## src/design/csfr_pkg.sv

```systemverilog
package csfr_pkg;

  // Field widths
  localparam int unsigned RT_W    = 10;
  localparam int unsigned CAL_W   = 20;
  localparam int unsigned FREQ_W  = 20;
  localparam int unsigned COLOR_W = 8;
  localparam int unsigned COUNT_W = 32;
  localparam int unsigned CH_W    = 2;
  localparam int unsigned IDX_W   = 3;
  localparam int unsigned CFG_W   = 20;
  localparam int unsigned CHANNELS = 3;

  // Divider operand widths: count times 1000 needs 42 bits.
  localparam int unsigned DVD_W = 42;
  localparam int unsigned DSR_W = 20;

  localparam logic [COUNT_W-1:0] COUNT_MAX  = 32'd4000000000;
  localparam logic [FREQ_W-1:0]  FREQ_MAX   = 20'hFFFFF;
  localparam logic [9:0]         MS_PER_S   = 10'd1000;
  localparam logic [COLOR_W-1:0] COLOR_MAX  = 8'd255;

  // Register reset values
  localparam logic [RT_W-1:0]  RT_RESET    = 10'd100;
  localparam logic [CAL_W-1:0] DARK_RESET  = 20'd6000;
  localparam logic [CAL_W-1:0] WHITE_RESET = 20'd55000;
  localparam logic [1:0]       SCALE_RESET = 2'd3;

  // Input operations
  localparam logic OP_SAMPLE = 1'b0;
  localparam logic OP_START  = 1'b1;

  // Configuration register indexes
  typedef enum logic [IDX_W-1:0] {
    REG_READ_TIME   = 3'd0,
    REG_DARK_RED    = 3'd1,
    REG_DARK_GREEN  = 3'd2,
    REG_DARK_BLUE   = 3'd3,
    REG_WHITE_RED   = 3'd4,
    REG_WHITE_GREEN = 3'd5,
    REG_WHITE_BLUE  = 3'd6,
    REG_SCALE       = 3'd7
  } reg_idx_e;

  // Filter windows
  typedef enum logic [1:0] {
    PH_IDLE  = 2'd0,
    PH_RED   = 2'd1,
    PH_GREEN = 2'd2,
    PH_BLUE  = 2'd3
  } phase_e;

  // S2S3 filter select codes
  localparam logic [1:0] FILTER_RED   = 2'b00;
  localparam logic [1:0] FILTER_GREEN = 2'b11;
  localparam logic [1:0] FILTER_BLUE  = 2'b01;
  localparam logic [1:0] FILTER_OFF   = 2'b00;

  // Commands from the controller to the datapath
  typedef struct packed {
    logic take;       // item accepted this cycle
    logic mul_start;  // scale count by 1000 and start the frequency divide
    logic cal_load;   // capture frequency and calibration differences
    logic cal_start;  // start the calibration divide
    logic finish;     // write the window result to the output register
  } csfr_cmd_t;

  // Status from the datapath to the controller
  typedef struct packed {
    logic close;     // the offered item closes a window
    logic out_free;  // output register can take an item this cycle
    logic div_busy;  // serial divider is running
  } csfr_sts_t;

  // One result item
  typedef struct packed {
    logic [1:0]         filter_pins;
    logic               sensor_enable;
    logic [1:0]         scale_pins;
    logic               busy_res;
    logic               result_valid;
    logic [CH_W-1:0]    channel;
    logic [FREQ_W-1:0]  raw_frequency;
    logic [COLOR_W-1:0] color_value;
    logic               last;
  } result_t;

  // Filter pins for a window.
  function automatic logic [1:0] filter_code(input phase_e ph);
    logic [1:0] code;
    unique case (ph)
      PH_RED:   code = FILTER_RED;
      PH_GREEN: code = FILTER_GREEN;
      PH_BLUE:  code = FILTER_BLUE;
      default:  code = FILTER_OFF;
    endcase
    return code;
  endfunction

endpackage

```

## src/design/csfr_in_if.sv

```systemverilog
interface csfr_in_if;
  logic valid;
  logic ready;
  logic op;
  logic pin_level;
  logic ms_tick;

  modport source (output valid, output op, output pin_level, output ms_tick, input ready);
  modport sink (input valid, input op, input pin_level, input ms_tick, output ready);
endinterface

```

## src/design/csfr_out_if.sv

```systemverilog
interface csfr_out_if import csfr_pkg::*; ();
  logic               valid;
  logic               ready;
  logic [1:0]         filter_pins;
  logic               sensor_enable;
  logic [1:0]         scale_pins;
  logic               busy_res;
  logic               result_valid;
  logic [CH_W-1:0]    channel;
  logic [FREQ_W-1:0]  raw_frequency;
  logic [COLOR_W-1:0] color_value;
  logic               last;

  modport source (
    output valid, output filter_pins, output sensor_enable, output scale_pins,
    output busy_res, output result_valid, output channel, output raw_frequency,
    output color_value, output last, input ready
  );
  modport sink (
    input valid, input filter_pins, input sensor_enable, input scale_pins,
    input busy_res, input result_valid, input channel, input raw_frequency,
    input color_value, input last, output ready
  );
endinterface

```

## src/design/csfr_cfg_if.sv

```systemverilog
interface csfr_cfg_if import csfr_pkg::*; ();
  logic             valid;
  logic             ready;
  logic [IDX_W-1:0] index;
  logic [CFG_W-1:0] data;

  modport source (output valid, output index, output data, input ready);
  modport sink (input valid, input index, input data, output ready);
endinterface

```

## src/design/csfr_div.sv

```systemverilog
module csfr_div import csfr_pkg::*; (
  input  logic             clk_i,
  input  logic             rst_ni,
  input  logic             start_i,
  input  logic [DVD_W-1:0] dividend_i,
  input  logic [DSR_W-1:0] divisor_i,
  output logic             busy_o,
  output logic [DVD_W-1:0] quotient_o
);

  localparam int unsigned CNT_W = $clog2(DVD_W + 1);

  logic             busy_q;
  logic [CNT_W-1:0] cnt_q;
  logic [DSR_W-1:0] rem_q;
  logic [DSR_W-1:0] dsr_q;
  logic [DVD_W-1:0] dvd_q;

  logic [DSR_W:0]   trial;
  logic [DSR_W:0]   diff;
  logic             fits;

  // One restoring step: bring down the next dividend bit and try a subtract.
  always_comb begin
    trial = {rem_q, dvd_q[DVD_W-1]};
    diff  = trial - {1'b0, dsr_q};
    fits  = trial >= {1'b0, dsr_q};
  end

  // Control: busy flag and step counter.
  always_ff @(posedge clk_i or negedge rst_ni) begin
    if (!rst_ni) begin
      busy_q <= 1'b0;
      cnt_q  <= '0;
    end else if (start_i) begin
      busy_q <= 1'b1;
      cnt_q  <= CNT_W'(DVD_W);
    end else if (busy_q) begin
      cnt_q <= cnt_q - CNT_W'(1);
      if (cnt_q == CNT_W'(1)) begin
        busy_q <= 1'b0;
      end
    end
  end

  // Remainder and dividend shift register; quotient bits enter at the bottom.
  always_ff @(posedge clk_i) begin
    if (start_i) begin
      rem_q <= '0;
      dsr_q <= divisor_i;
      dvd_q <= dividend_i;
    end else if (busy_q) begin
      rem_q <= fits ? diff[DSR_W-1:0] : trial[DSR_W-1:0];
      dvd_q <= {dvd_q[DVD_W-2:0], fits};
    end
  end

  assign busy_o     = busy_q;
  assign quotient_o = dvd_q;

endmodule

```

## src/design/csfr_datapath.sv

```systemverilog
module csfr_datapath import csfr_pkg::*; (
  input  logic             clk_i,
  input  logic             rst_ni,
  input  csfr_cmd_t        cmd_i,
  output csfr_sts_t        sts_o,
  input  logic             op_i,
  input  logic             pin_level_i,
  input  logic             ms_tick_i,
  input  logic             cfg_we_i,
  input  logic [IDX_W-1:0] cfg_index_i,
  input  logic [CFG_W-1:0] cfg_data_i,
  input  logic             out_ready_i,
  output logic             out_valid_o,
  output result_t          out_item_o
);

  // Configuration registers
  logic [RT_W-1:0]  read_time_q;
  logic [CAL_W-1:0] dark_q  [CHANNELS];
  logic [CAL_W-1:0] white_q [CHANNELS];
  logic [1:0]       scale_q;

  // Measurement state
  phase_e           phase_q, phase_d;
  logic [COUNT_W-1:0] count_q, count_d, count_inc;
  logic [RT_W-1:0]  elapsed_q, elapsed_d, elapsed_inc;
  logic             prev_q, prev_d;
  logic             close;
  logic             edge_inc;
  logic [RT_W-1:0]  rt_eff;

  // Window result path
  logic [COUNT_W-1:0]  snap_q;
  logic [CH_W-1:0]     ch_q;
  logic                last_q;
  logic [FREQ_W-1:0]   freq_q;
  logic [FREQ_W:0]     diff_q;
  logic [FREQ_W:0]     den_q;
  logic                pos_q;
  logic [FREQ_W-1:0]   freq_sat;
  logic [FREQ_W:0]     abs_diff;
  logic [FREQ_W:0]     abs_den;
  logic [FREQ_W+8:0]   abs_num;
  logic [COLOR_W-1:0]  color;
  logic [DVD_W-1:0]    prod;

  // Divider hookup
  logic             div_start;
  logic [DVD_W-1:0] div_dividend;
  logic [DSR_W-1:0] div_divisor;
  logic             div_busy;
  logic [DVD_W-1:0] div_quot;

  // Output register
  logic    out_valid_q;
  result_t out_q;
  logic    out_free;

  assign rt_eff = (read_time_q == '0) ? RT_W'(1) : read_time_q;

  // Configuration writes.
  always_ff @(posedge clk_i or negedge rst_ni) begin
    if (!rst_ni) begin
      read_time_q <= RT_RESET;
      for (int i = 0; i < CHANNELS; i++) begin
        dark_q[i]  <= DARK_RESET;
        white_q[i] <= WHITE_RESET;
      end
      scale_q <= SCALE_RESET;
    end else if (cfg_we_i) begin
      unique case (reg_idx_e'(cfg_index_i))
        REG_READ_TIME:   read_time_q <= cfg_data_i[RT_W-1:0];
        REG_DARK_RED:    dark_q[0]   <= cfg_data_i[CAL_W-1:0];
        REG_DARK_GREEN:  dark_q[1]   <= cfg_data_i[CAL_W-1:0];
        REG_DARK_BLUE:   dark_q[2]   <= cfg_data_i[CAL_W-1:0];
        REG_WHITE_RED:   white_q[0]  <= cfg_data_i[CAL_W-1:0];
        REG_WHITE_GREEN: white_q[1]  <= cfg_data_i[CAL_W-1:0];
        REG_WHITE_BLUE:  white_q[2]  <= cfg_data_i[CAL_W-1:0];
        REG_SCALE:       scale_q     <= cfg_data_i[1:0];
        default: ;
      endcase
    end
  end

  // Next measurement state for the offered item.
  always_comb begin
    edge_inc    = pin_level_i & ~prev_q & (count_q < COUNT_MAX);
    count_inc   = count_q + COUNT_W'(edge_inc);
    elapsed_inc = (elapsed_q != '1) ? elapsed_q + RT_W'(1) : elapsed_q;
    phase_d     = phase_q;
    count_d     = count_q;
    elapsed_d   = elapsed_q;
    prev_d      = prev_q;
    close       = 1'b0;
    if (op_i == OP_START) begin
      // A start while a sequence runs is ignored.
      if (phase_q == PH_IDLE) begin
        phase_d   = PH_RED;
        count_d   = '0;
        elapsed_d = '0;
        prev_d    = pin_level_i;
      end
    end else if (phase_q != PH_IDLE) begin
      prev_d  = pin_level_i;
      count_d = count_inc;
      if (ms_tick_i) begin
        elapsed_d = elapsed_inc;
        if (elapsed_inc >= rt_eff) begin
          close     = 1'b1;
          count_d   = '0;
          elapsed_d = '0;
          phase_d   = (phase_q == PH_BLUE) ? PH_IDLE : phase_e'(phase_q + 2'd1);
        end
      end
    end
  end

  // Measurement state registers.
  always_ff @(posedge clk_i or negedge rst_ni) begin
    if (!rst_ni) begin
      phase_q   <= PH_IDLE;
      count_q   <= '0;
      elapsed_q <= '0;
      prev_q    <= 1'b0;
    end else if (cmd_i.take) begin
      phase_q   <= phase_d;
      count_q   <= count_d;
      elapsed_q <= elapsed_d;
      prev_q    <= prev_d;
    end
  end

  // Frequency and calibration arithmetic around the shared divider.
  assign prod     = snap_q * MS_PER_S;
  assign freq_sat = (div_quot > DVD_W'(FREQ_MAX)) ? FREQ_MAX : div_quot[FREQ_W-1:0];
  assign abs_diff = diff_q[FREQ_W] ? -diff_q : diff_q;
  assign abs_den  = den_q[FREQ_W] ? -den_q : den_q;
  assign abs_num  = {abs_diff, 8'd0} - (FREQ_W+9)'(abs_diff);
  assign color    = !pos_q ? '0 :
                    (div_quot > DVD_W'(COLOR_MAX)) ? COLOR_MAX : div_quot[COLOR_W-1:0];

  always_comb begin
    div_start    = cmd_i.mul_start | cmd_i.cal_start;
    div_dividend = cmd_i.mul_start ? prod : DVD_W'(abs_num);
    div_divisor  = cmd_i.mul_start ? DSR_W'(rt_eff) : abs_den[DSR_W-1:0];
  end

  csfr_div u_div (
    .clk_i      (clk_i),
    .rst_ni     (rst_ni),
    .start_i    (div_start),
    .dividend_i (div_dividend),
    .divisor_i  (div_divisor),
    .busy_o     (div_busy),
    .quotient_o (div_quot)
  );

  // Window snapshot and calibration operands.
  always_ff @(posedge clk_i) begin
    if (cmd_i.take && close) begin
      snap_q <= count_inc;
      ch_q   <= CH_W'(phase_q - 2'd1);
      last_q <= (phase_q == PH_BLUE);
    end
    if (cmd_i.cal_load) begin
      freq_q <= freq_sat;
      diff_q <= {1'b0, freq_sat} - {1'b0, dark_q[ch_q]};
      den_q  <= {1'b0, white_q[ch_q]} - {1'b0, dark_q[ch_q]};
    end
    if (cmd_i.cal_start) begin
      // Positive quotient only when both signs agree and the span is nonzero.
      pos_q <= (den_q != '0) && (diff_q[FREQ_W] == den_q[FREQ_W]);
    end
  end

  // Output register.
  assign out_free = ~out_valid_q | out_ready_i;

  always_ff @(posedge clk_i or negedge rst_ni) begin
    if (!rst_ni) begin
      out_valid_q <= 1'b0;
    end else if ((cmd_i.take && !close) || cmd_i.finish) begin
      out_valid_q <= 1'b1;
    end else if (out_ready_i) begin
      out_valid_q <= 1'b0;
    end
  end

  always_ff @(posedge clk_i) begin
    if (cmd_i.take && !close) begin
      out_q.filter_pins   <= filter_code(phase_d);
      out_q.sensor_enable <= (phase_d != PH_IDLE);
      out_q.scale_pins    <= (phase_d != PH_IDLE) ? scale_q : 2'b00;
      out_q.busy_res      <= (phase_d != PH_IDLE);
      out_q.result_valid  <= 1'b0;
      out_q.channel       <= '0;
      out_q.raw_frequency <= '0;
      out_q.color_value   <= '0;
      out_q.last          <= 1'b0;
    end else if (cmd_i.finish) begin
      out_q.filter_pins   <= filter_code(phase_q);
      out_q.sensor_enable <= (phase_q != PH_IDLE);
      out_q.scale_pins    <= (phase_q != PH_IDLE) ? scale_q : 2'b00;
      out_q.busy_res      <= (phase_q != PH_IDLE);
      out_q.result_valid  <= 1'b1;
      out_q.channel       <= ch_q;
      out_q.raw_frequency <= freq_q;
      out_q.color_value   <= color;
      out_q.last          <= last_q;
    end
  end

  assign sts_o.close    = close;
  assign sts_o.out_free = out_free;
  assign sts_o.div_busy = div_busy;
  assign out_valid_o    = out_valid_q;
  assign out_item_o     = out_q;

endmodule

```

## src/design/csfr_ctrl.sv

```systemverilog
module csfr_ctrl import csfr_pkg::*; (
  input  logic      clk_i,
  input  logic      rst_ni,
  input  logic      in_valid_i,
  output logic      in_ready_o,
  input  csfr_sts_t sts_i,
  output csfr_cmd_t cmd_o
);

  typedef enum logic [2:0] {
    S_IDLE,
    S_MUL,
    S_DIV_F,
    S_CAL,
    S_START_C,
    S_DIV_C,
    S_FIN
  } state_e;

  state_e state_q, state_d;
  logic   take;

  assign in_ready_o = (state_q == S_IDLE) && sts_i.out_free;
  assign take       = in_valid_i && in_ready_o;

  // Next state and commands.
  always_comb begin
    state_d = state_q;
    cmd_o   = '0;
    unique case (state_q)
      S_IDLE: begin
        cmd_o.take = take;
        if (take && sts_i.close) begin
          state_d = S_MUL;
        end
      end
      S_MUL: begin
        cmd_o.mul_start = 1'b1;
        state_d         = S_DIV_F;
      end
      S_DIV_F: begin
        if (!sts_i.div_busy) begin
          state_d = S_CAL;
        end
      end
      S_CAL: begin
        cmd_o.cal_load = 1'b1;
        state_d        = S_START_C;
      end
      S_START_C: begin
        cmd_o.cal_start = 1'b1;
        state_d         = S_DIV_C;
      end
      S_DIV_C: begin
        if (!sts_i.div_busy) begin
          state_d = S_FIN;
        end
      end
      S_FIN: begin
        if (sts_i.out_free) begin
          cmd_o.finish = 1'b1;
          state_d      = S_IDLE;
        end
      end
      default: state_d = S_IDLE;
    endcase
  end

  // State register.
  always_ff @(posedge clk_i or negedge rst_ni) begin
    if (!rst_ni) begin
      state_q <= S_IDLE;
    end else begin
      state_q <= state_d;
    end
  end

endmodule

```

## src/design/color_sensor_frequency_reader_core.sv

```systemverilog
// Channel    Dir  Handshake      Payload
// sample_i   in   valid/ready    op, pin_level, ms_tick
// result_o   out  valid/ready    filter_pins .. last (one item per input item)
// cfg_i      in   valid/ready    index, data
//
// An item that does not close a counting window is accepted while the reader
// is idle and the output register is empty or being drained.
// An item that closes a window holds the input off until its result is written:
// the shared 42-step serial divider runs once for the frequency and once for
// the color value, and the result then waits for a free output register.
// Reset loads the register defaults and leaves the reader idle.
// A stalled result holds the input off; configuration writes are always taken.
module color_sensor_frequency_reader_core import csfr_pkg::*; (
  input  logic clk_i,
  input  logic rst_ni,
  csfr_in_if.sink    sample_i,
  csfr_out_if.source result_o,
  csfr_cfg_if.sink   cfg_i
);

  csfr_cmd_t cmd;
  csfr_sts_t sts;
  result_t   item;
  logic      out_valid;

  assign cfg_i.ready = 1'b1;

  csfr_ctrl u_ctrl (
    .clk_i      (clk_i),
    .rst_ni     (rst_ni),
    .in_valid_i (sample_i.valid),
    .in_ready_o (sample_i.ready),
    .sts_i      (sts),
    .cmd_o      (cmd)
  );

  csfr_datapath u_datapath (
    .clk_i       (clk_i),
    .rst_ni      (rst_ni),
    .cmd_i       (cmd),
    .sts_o       (sts),
    .op_i        (sample_i.op),
    .pin_level_i (sample_i.pin_level),
    .ms_tick_i   (sample_i.ms_tick),
    .cfg_we_i    (cfg_i.valid),
    .cfg_index_i (cfg_i.index),
    .cfg_data_i  (cfg_i.data),
    .out_ready_i (result_o.ready),
    .out_valid_o (out_valid),
    .out_item_o  (item)
  );

  // Result item onto the output channel.
  assign result_o.valid         = out_valid;
  assign result_o.filter_pins   = item.filter_pins;
  assign result_o.sensor_enable = item.sensor_enable;
  assign result_o.scale_pins    = item.scale_pins;
  assign result_o.busy_res      = item.busy_res;
  assign result_o.result_valid  = item.result_valid;
  assign result_o.channel       = item.channel;
  assign result_o.raw_frequency = item.raw_frequency;
  assign result_o.color_value   = item.color_value;
  assign result_o.last          = item.last;

endmodule
```

## src/flat_wrapper.sv

```systemverilog
// flat-port wrapper written by rule: the top's interface ports become plain ports
module color_sensor_frequency_reader_core_flat import csfr_pkg::*;
  (clk_i, rst_ni, sample_i_valid, sample_i_op, sample_i_pin_level, sample_i_ms_tick, sample_i_ready, result_o_valid, result_o_filter_pins, result_o_sensor_enable, result_o_scale_pins, result_o_busy_res, result_o_result_valid, result_o_channel, result_o_raw_frequency, result_o_color_value, result_o_last, result_o_ready, cfg_i_valid, cfg_i_index, cfg_i_data, cfg_i_ready);
  csfr_in_if sample_i_i ();
  csfr_out_if result_o_i ();
  csfr_cfg_if cfg_i_i ();
  input  logic clk_i;
  input  logic rst_ni;
  input wire logic [$bits(sample_i_i.valid)-1:0] sample_i_valid;
  input wire logic [$bits(sample_i_i.op)-1:0] sample_i_op;
  input wire logic [$bits(sample_i_i.pin_level)-1:0] sample_i_pin_level;
  input wire logic [$bits(sample_i_i.ms_tick)-1:0] sample_i_ms_tick;
  output wire logic [$bits(sample_i_i.ready)-1:0] sample_i_ready;
  output wire logic [$bits(result_o_i.valid)-1:0] result_o_valid;
  output wire logic [$bits(result_o_i.filter_pins)-1:0] result_o_filter_pins;
  output wire logic [$bits(result_o_i.sensor_enable)-1:0] result_o_sensor_enable;
  output wire logic [$bits(result_o_i.scale_pins)-1:0] result_o_scale_pins;
  output wire logic [$bits(result_o_i.busy_res)-1:0] result_o_busy_res;
  output wire logic [$bits(result_o_i.result_valid)-1:0] result_o_result_valid;
  output wire logic [$bits(result_o_i.channel)-1:0] result_o_channel;
  output wire logic [$bits(result_o_i.raw_frequency)-1:0] result_o_raw_frequency;
  output wire logic [$bits(result_o_i.color_value)-1:0] result_o_color_value;
  output wire logic [$bits(result_o_i.last)-1:0] result_o_last;
  input wire logic [$bits(result_o_i.ready)-1:0] result_o_ready;
  input wire logic [$bits(cfg_i_i.valid)-1:0] cfg_i_valid;
  input wire logic [$bits(cfg_i_i.index)-1:0] cfg_i_index;
  input wire logic [$bits(cfg_i_i.data)-1:0] cfg_i_data;
  output wire logic [$bits(cfg_i_i.ready)-1:0] cfg_i_ready;
  assign sample_i_i.valid = sample_i_valid;
  assign sample_i_i.op = sample_i_op;
  assign sample_i_i.pin_level = sample_i_pin_level;
  assign sample_i_i.ms_tick = sample_i_ms_tick;
  assign sample_i_ready = sample_i_i.ready;
  assign result_o_valid = result_o_i.valid;
  assign result_o_filter_pins = result_o_i.filter_pins;
  assign result_o_sensor_enable = result_o_i.sensor_enable;
  assign result_o_scale_pins = result_o_i.scale_pins;
  assign result_o_busy_res = result_o_i.busy_res;
  assign result_o_result_valid = result_o_i.result_valid;
  assign result_o_channel = result_o_i.channel;
  assign result_o_raw_frequency = result_o_i.raw_frequency;
  assign result_o_color_value = result_o_i.color_value;
  assign result_o_last = result_o_i.last;
  assign result_o_i.ready = result_o_ready;
  assign cfg_i_i.valid = cfg_i_valid;
  assign cfg_i_i.index = cfg_i_index;
  assign cfg_i_i.data = cfg_i_data;
  assign cfg_i_ready = cfg_i_i.ready;
  color_sensor_frequency_reader_core u_core (.clk_i(clk_i), .rst_ni(rst_ni), .sample_i(sample_i_i), .result_o(result_o_i), .cfg_i(cfg_i_i));
endmodule
```

## config.mk

```make
export PLATFORM = sky130hd
export DESIGN_NAME = color_sensor_frequency_reader_core_flat
export DESIGN_NICKNAME = d
export VERILOG_FILES = /design/src/design/csfr_pkg.sv /design/src/design/csfr_in_if.sv /design/src/design/csfr_out_if.sv /design/src/design/csfr_cfg_if.sv /design/src/design/csfr_div.sv /design/src/design/csfr_datapath.sv /design/src/design/csfr_ctrl.sv /design/src/design/color_sensor_frequency_reader_core.sv /design/src/flat_wrapper.sv
export SDC_FILE = /design/constraint.sdc
export NUM_CORES = 1
export LEC_CHECK = 0
export ABC_CLOCK_PERIOD_IN_PS = 15250
export BUFFER_PORTS_ARGS = -buffer_cell sky130_fd_sc_hd__clkbuf_2
export CORE_UTILIZATION = 54
export CTS_CLUSTER_DIAMETER = 40
export DETAILED_ROUTE_END_ITERATION = 8
export PLACE_DENSITY = 0.71
export REMOVE_ABC_BUFFERS = 1
export SKIP_CTS_REPAIR_TIMING = 1
export SLEW_MARGIN = 20
export SYNTH_ARGS = -nofsm -noshare
export SYNTH_HDL_FRONTEND = slang
export SYNTH_SLANG_ARGS = --single-unit
```

## constraint.sdc

```tcl
create_clock -name clk_i -period 15.25 [get_ports clk_i]
set_input_delay 0 -clock clk_i [delete_from_list [all_inputs] [get_ports clk_i]]
set_output_delay 0 -clock clk_i [all_outputs]
set_load 0.1 [all_outputs]
```

# Word level (Yosys, flattened, before mapping)
# Cells that the tools add are included.
[word_totals]
in_bits = 31
out_inout_bits = 41
register_bits = 406
elab_cells = 182
[classes]
eq_ne = 25
bitwise = 7
reduce_logical = 31
n_mul = 1
n_addsub = 11
n_lt_le_gt_ge = 6
n_mux = 65
[ops]
columns = ["cell", "count"]
rows = [
  ["$mux 32", 5],
  ["$mux 20", 7],
  ["$mux 42", 3],
  ["$bmux 20 s2", 2],
  ["$mux 10", 8],
  ["$mux 38", 2],
  ["$gt 42x20->1 const B", 1],
  ["$gt 42x8->1 const B", 1],
  ["$sub 20x20->21", 2],
  ["$mul 32x7->39 const B", 1],
  ["$add 32x1->32", 1],
  ["$lt 32x32->1 const B", 1],
  ["$sub 29x21->29", 1],
  ["$eq 3x3->1 const B", 7],
  ["$ge 21x20->1", 1],
  ["$mux 21", 1],
  ["$neg 21->21", 1],
  ["$pmux 3 s7", 1],
  ["$reduce_bool 21->1", 1],
  ["$neg 20->20", 1],
  ["$sub 20x20->20", 1],
  ["$mux 1", 18],
  ["$mux 2", 8],
  ["$mux 8", 2],
  ["31 further kinds", 69],
]

# Logic depth before layout (Yosys ltp)
[logic_depth]
depth_word = 11
ltp_mapped = 19
mapped_depth_nobuf = 18

# Cells and area by module
# Synthesis repeated with hierarchy kept, for this count alone.
[hier_totals]
cells_unflattened = 2720
area_unflattened_um2 = 28048.2
[by_module_without_submodules]
columns = ["module", "cells_per_inst", "seq_area_each_um2", "area_per_inst_um2", "instances"]
rows = [
  ["csfr_datapath", 2295, 8254.2, 23048.4, 1],
  ["csfr_div", 400, 2437.3, 4774.6, 1],
  ["csfr_ctrl", 23, 75.1, 214.0, 1],
  ["color_sensor_frequency_reader_core", 2, 0.0, 11.3, 1],
]

# Least setup slack after synthesis
# OpenSTA, ideal clock, no wires.
[synth_timing]
path_kind = "register -> register"
startpoint = "register u_core.u_datapath.out_valid_q (netlist: u_core.u_datapath.out_valid_o)"
endpoint = "register u_core.u_ctrl.state_q[0]"
setup_slack_ns = 7.250
setup_time_ns = 0.119
synth_period_minus_slack_ns = 8.000
path_buffers = 0
t_required_ns = 15.131
path_stages_with_launch = 7
arrival_time_ns = 7.881
cell_sequence = "dfrtp_1 -> nand2b_1 -> nor4b_1 -> nand2_1 -> nor3_1 -> a21oi_1 -> o311ai_0"
[synth_between]
elab_chain_cells = 7
elab_cells_between_ends = 8
classes_between = "eq/ne: 2; bitwise: 2; reduce/logical: 4"
[synth_lines]
columns = ["element", "line", "source"]
rows = [
  ["start: declaration", "csfr_datapath.sv:55", "logic out_valid_q;"],
  ["start signal: assignment", "csfr_datapath.sv:181", "out_valid_q <= 1'b0;"],
  ["start signal: assignment", "csfr_datapath.sv:183", "out_valid_q <= 1'b1;"],
  ["start signal: assignment", "csfr_datapath.sv:185", "out_valid_q <= 1'b0;"],
  ["$not 1->1", "csfr_datapath.sv:177", "assign out_free = ~out_valid_q | out_ready_i;"],
  ["$or 1x1->1", "csfr_datapath.sv:177", ""],
  ["$logic_and 1x1->1", "csfr_ctrl.sv:23", "assign in_ready_o = (state_q == S_IDLE) && sts_i.out_free;"],
  ["net sample_i_ready", "flat_wrapper.sv:13", "output wire logic [$bits(sample_i_i.ready)-1:0] sample_i_ready;"],
  ["$logic_and 1x1->1", "csfr_ctrl.sv:24", "assign take = in_valid_i && in_ready_o;"],
  ["$logic_and 1x1->1", "csfr_ctrl.sv:33", "if (take && sts_i.close) begin"],
  ["$ne 2x1->1 (no source line)", "-", ""],
  ["$reduce_and 4->1 (no source line)", "-", ""],
  ["end signal: assignment", "csfr_ctrl.sv:74", "state_q <= state_d;"],
  ["end: declaration", "csfr_ctrl.sv:20", "state_e state_q, state_d;"],
]
# The timed path passes the listed nets, and every way through them passes these cells.
# A chain may end at the register's enable or synchronous reset.

# Worst setup path after layout
[layout_timing]
startpoint = "register u_core.u_datapath.snap_q[2]"
endpoint = "register u_core.u_datapath.u_div.dvd_q[40] (netlist: u_core.u_datapath.u_div.quotient_o[40]) (data pin)"
[layout_between]
elab_chain_cells = 3
[layout_lines]
columns = ["element", "line", "source"]
rows = [
  ["start: declaration", "csfr_datapath.sv:33", "logic [COUNT_W-1:0] snap_q;"],
  ["start signal: assignment", "csfr_datapath.sv:161", "snap_q <= count_inc;"],
  ["$mul 32x7->39", "csfr_datapath.sv:134", "assign prod = snap_q * MS_PER_S;"],
  ["$mux 42", "csfr_datapath.sv:144", "div_dividend = cmd_i.mul_start ? prod : DVD_W'(abs_num);"],
  ["$mux 42", "csfr_div.sv:48", "if (start_i) begin"],
  ["end signal: assignment", "csfr_div.sv:51", "dvd_q <= dividend_i;"],
  ["end signal: assignment", "csfr_div.sv:54", "dvd_q <= {dvd_q[DVD_W-2:0], fits};"],
  ["end: declaration", "csfr_div.sv:17", "logic [DVD_W-1:0] dvd_q;"],
]
# Every way passes these cells.

==> impl_summary.md <==
Power and ir drop
The sequential share of power is between 30% and 40%. The cell-internal power is approximately 2.5 mW. Combinational logic burns between 20% and 30% of the power. Power comes to 3.522 mW. The clock network burns about two fifths of the power. The largest voltage drop on the vdd net is 0.0001030 V.

The net switching power figure is between 1 and 1.5 mW. Dividing total power by cell area gives a power density of ~120 nW/um^2. Net switching is between 30% and 40% of the power. The leakage power total is about 13 nW.

Clock network
The CTS buffer count is between 50 and 60. In this run the number of H-tree levels came out at 2. The clock tree buffer depth is 3.

At the later pin of the worst-skew pair, clock insertion delay measures between 0.6 and 0.7 ns. The library cell used as clock root buffer is sky130_fd_sc_hd__clkbuf_16. Clock-pin slew was measured on the worst setup and hold paths at about 0.06 ns.

TritonCTS built the clock tree. The clock sink count is approximately 400.

Global route
Entering global routing, the biggest net connects between 100 and 150 pins. The aggregate global-route resource usage is between 20% and 30%. The wire length of the first global-routing pass is around 100000 um.

After global routing the overflow that remains totals 0. The number of antenna violations at the first check in global routing is 1. The via count of the first global-routing pass is a little under 20000.

Route
The first detailed-routing pass took 5 iterations. Wires add up to about 64000 um. The detailed router finished its first iteration with between 1000 and 1500 violations. In this run the remaining antenna-violating nets after routing total 0. The routed via count divided by cell count is 5.822. The via count is 19960. After detailed routing, the number of remaining DRC violations is 0. Dividing the detail-routed wire length by the instance count gives roughly 19 um.

Die
The die covers slightly above 50000 um^2. In this run the standard cell core region covers 49360 um^2. The count of standard-cell rows is approximately 80. Once the floorplan was initialized, standard cells occupied 55.13% of the core. The die boundary width is 226.5 um.

For this design the top-level I/O count stands at 72. From bottom edge to top edge, the die measures about 230 um.

Place
The half-perimeter wire length after detailed placement is about 47000 um. In this run the tool buffered the top-level ports with 70 buffer cells. The routability congestion estimate is 0.9090.

STA
Summed over all failing endpoints, the final setup total negative slack is 0 ns. On the final layout, the worst clock skew is between 0.03 and 0.04 ns. The number of max-slew violations in the final report was 0. Setup repair after global routing left no endpoint under its margin.

The actual transition at the worst max-transition pin is roughly 1.0 ns. Setup violations remaining at the end of the flow were counted as 0. The count of endpoints failing hold in the final timing report was 0. Dividing the final minimum period by the clock period gives approximately 40%. The peak clock frequency supported by timing is between 0.15 and 0.2 GHz.

Headroom to the max-slew limit came out at between 20% and 30%. The worst path in the final design needs a cycle of between 5 and 6 ns, including I/O delays and setup.

Logic synthesis
The Yosys step of the flow raised 0 warnings. The sequential area share after synthesis is around two fifths. The dominant register cell in the synthesized netlist is sky130_fd_sc_hd__edfxtp_1. In the synthesized netlist the async set-or-reset flop fraction comes to ~46%.

The synthesized design spends more area on one cell type than any other, namely sky130_fd_sc_hd__edfxtp_1. The cell area after synthesis is 27210 um^2. The average size of a mapped cell is between 10 and 15 um^2.

In this run, synthesis produced a sequential element count of 405. The share of Yosys cell area claimed by the top area cell type is roughly 18%. Counting flops with a built-in enable in the synthesized netlist gives between 150 and 200. The count of different cell masters after synthesis is about 90.

By area the synthesized netlist is led by sky130_fd_sc_hd__edfxtp_1, sky130_fd_sc_hd__dfrtp_1, sky130_fd_sc_hd__fa_1. Synthesis produced a netlist whose cell count is around 2600.

Worst setup path
The endpoint identified for the worst register-to-register timing path is u_core.u_datapath.u_div.quotient_o[40]. The kind of launch point of the worst setup path is a flop. The gate family responsible for the most delay along the worst path is compound AO/OA/AOI/OAI gates. The critical path goes through inv_1 -> fa_1 -> fa_1 -> fa_1 -> inv_1 -> fa_1 -> ha_1 -> a2111oi_1 -> o21ai_0 -> a31o_2 -> a2111oi_4 -> o21ai_1 -> a311oi_2 -> o221ai_1 -> mux2i_1 -> nand3_1. The slowest stage of the critical path belongs to the cell sky130_fd_sc_hd__fa_1.

The depth of the worst register-to-register path is 16. The destination of the critical timing path is u_core.u_datapath.u_div.quotient_o[40]. In this run the critical register-to-register path is launched from u_core.u_datapath.snap_q[2]. The cell type with the highest occurrence count on the critical path is sky130_fd_sc_hd__fa_1.

STA puts the critical path data required time at ~16 ns. In this run the worst setup path begins at u_core.u_datapath.snap_q[2]. By startpoint and endpoint, the worst setup path is classified as reg2reg. At the worst endpoint, the arrival time is between 6 and 7 ns. The number of buffer and inverter instances along the worst setup path is 2. The endpoint class of the critical path is a flop. The worst register-to-register path has a setup slack of between 9 and 10 ns. The maximum single-stage delay on the critical path is around 0.57 ns. The cell depth of the worst setup path is 16.

Of all nets on the critical path, the largest fanout is 5.

Finish
The number of antenna diodes in the final layout is 0. The register area is between 10000 and 15000 um^2. The number of inserted filler cells in the final layout is approximately 4000. After the last flow step, the layout net total stands at between 3000 and 4000. Cells fill slightly above 60% of the core in the end. The area of the multi-input gates is approximately 15000 um^2. Cells with a size suffix above 1 make up 14.72% of the layout. The layout-stage area growth over the synthesis result is 12.13%.

Hold path
The tightest min-delay check is of the in2async type.

Job
The number of max-cap violations is 0.

Outcome
The flow ran to the end, and the final reports show no timing, DRC or antenna violations.
Yosys cell counts, types with 31 or more instances:
master,number
sky130_fd_sc_hd__a21o_1,48
sky130_fd_sc_hd__a21oi_1,153
sky130_fd_sc_hd__clkbuf_1,91
sky130_fd_sc_hd__dfrtp_1,135
sky130_fd_sc_hd__dfstp_2,53
sky130_fd_sc_hd__dfxtp_1,52
sky130_fd_sc_hd__edfxtp_1,165
sky130_fd_sc_hd__fa_1,121
sky130_fd_sc_hd__ha_1,179
sky130_fd_sc_hd__inv_1,236
sky130_fd_sc_hd__mux2_2,125
sky130_fd_sc_hd__mux2i_1,62
sky130_fd_sc_hd__nand2_1,215
sky130_fd_sc_hd__nand2b_1,41
sky130_fd_sc_hd__nand3_1,44
sky130_fd_sc_hd__nor2_1,137
sky130_fd_sc_hd__nor3_1,31
sky130_fd_sc_hd__o21ai_0,172
sky130_fd_sc_hd__xnor2_1,89
sky130_fd_sc_hd__xor2_1,85
metal layers:
| layer | GRT usage, % | up-vias | wire length, um |
|---|---|---|---|
| li1 | - | 9478 | - |
| met2 | 41.07 | 475 | 29420 |
| met5 | 0 | - | 0 |
| met1 | 36.13 | 9916 | 29830 |
| met3 | 3.913 | 93 | 3428 |
| met4 | 6.822 | 0 | 1321 |
power by group through the flow:
| stage | Sequential, mW | Clock [mW] | Combinational (mW) |
|---|---|---|---|
| floorplan | 1.37 | 0 | 0.605 |
| global placement | 1.36 | 0 | 0.773 |
| detailed placement | 1.37 | 0 | 0.802 |
| CTS | 1.35 | 1.37 | 0.809 |
| global route | 1.37 | 1.42 | 0.914 |
| finish | 1.36 | 1.35 | 0.817 |
cell families after synthesis:
| logic type | synth area share [%] |
|---|---|
| other cells | 0.01378 |
| flops | 39.57 |
| simple gates | 11.53 |
| mux | 7.454 |
| buf+inv | 4.796 |
| xor+xnor | 5.601 |
| compound gates | 13.91 |
| fa+ha+maj | 17.13 |
how the worst min path moves through the flow:
stage                           startpoint                           end  depth (start not counted)
after global routing      sample_i_ms_tick     u_core.u_datapath.ch_q[0]                          3
after detailed placement            rst_ni  u_core.u_datapath.dark_q[53]                          1
after global placement              rst_ni  u_core.u_datapath.dark_q[53]                          1
final                               rst_ni  u_core.u_datapath.dark_q[53]                          2
after CTS                           rst_ni  u_core.u_datapath.dark_q[53]                          1
after floorplan                     rst_ni      u_core.u_ctrl.state_q[0]                          0
area by class of cell:
class | count | area share (%)
clock buffer | 71 | 5.159
sequential | 405 | 35.29
inverter | 238 | 2.928
multi-input combinational | 1891 | 49.82
clock inverter | 37 | 1.357
tap | 664 | 2.723
timing repair buffer | 123 | 2.731
flip-flops by register name, summed over array words and instances (netlist names):
register and count:
u_core.u_datapath.u_div.cnt_q 6, u_core.u_datapath.read_time_q 10, u_core.u_datapath.count_q 32, u_core.u_datapath.dark_q 60
u_core.u_datapath.last_q 1, u_core.u_datapath.elapsed_q 10, u_core.u_datapath.snap_q 32, u_core.u_datapath.prev_q 1
u_core.u_datapath.den_q 21, u_core.u_datapath.out_item_o 37, u_core.u_datapath.ch_q 2, u_core.u_datapath.white_q 60
u_core.u_datapath.freq_q 20, u_core.u_datapath.out_valid_o 1, u_core.u_datapath.u_div.dsr_q 20, u_core.u_datapath.phase_q 2
u_core.u_datapath.scale_q 2, u_core.u_datapath.u_div.busy_o 1, u_core.u_datapath.pos_q 1, u_core.u_datapath.diff_q 21
u_core.u_datapath.u_div.rem_q 20, u_core.u_ctrl.state_q 3, u_core.u_datapath.u_div.quotient_o 42
through the flow:
step	cells	area (um^2)	hold slack [ns]	setup WS, ns
after floorplan	2534	26800	-0.2956	7.045
after global placement	3292	28230	0.1683	9.384
after detailed placement	3292	28230	0.1781	9.336
after CTS	3400	30220	-0.4876	9.308
after global routing	3429	30510	0.07418	8.937
final	3429	30510	0.04092	9.258
cell usage in the layout (no fill, tap or decap), drive strengths merged, types with 14 or more instances in the layout:
| cell type | count |
|---|---|
| dfstp | 53 |
| xnor2 | 89 |
| dfxtp | 52 |
| mux2 | 125 |
| inv | 252 |
| nand2b | 41 |
| o21a | 20 |
| dlygate4sd3 | 29 |
| o31ai | 16 |
| dfrtp | 135 |
| nor4 | 18 |
| nand2 | 215 |
| nand3 | 44 |
| mux2i | 62 |
| clkbuf | 141 |
| or3 | 14 |
| clkinv | 16 |
| a21o | 49 |
| ha | 179 |
| nor3 | 31 |
| a21oi | 153 |
| a31oi | 17 |
| nor2b | 29 |
| o211ai | 19 |
| edfxtp | 165 |
| a22o | 21 |
| nor2 | 137 |
| o21ai | 186 |
| buf | 24 |
| fa | 121 |
| xor2 | 85 |
| nand4 | 19 |
| and3 | 21 |
Power figures use the tool's default switching activity.
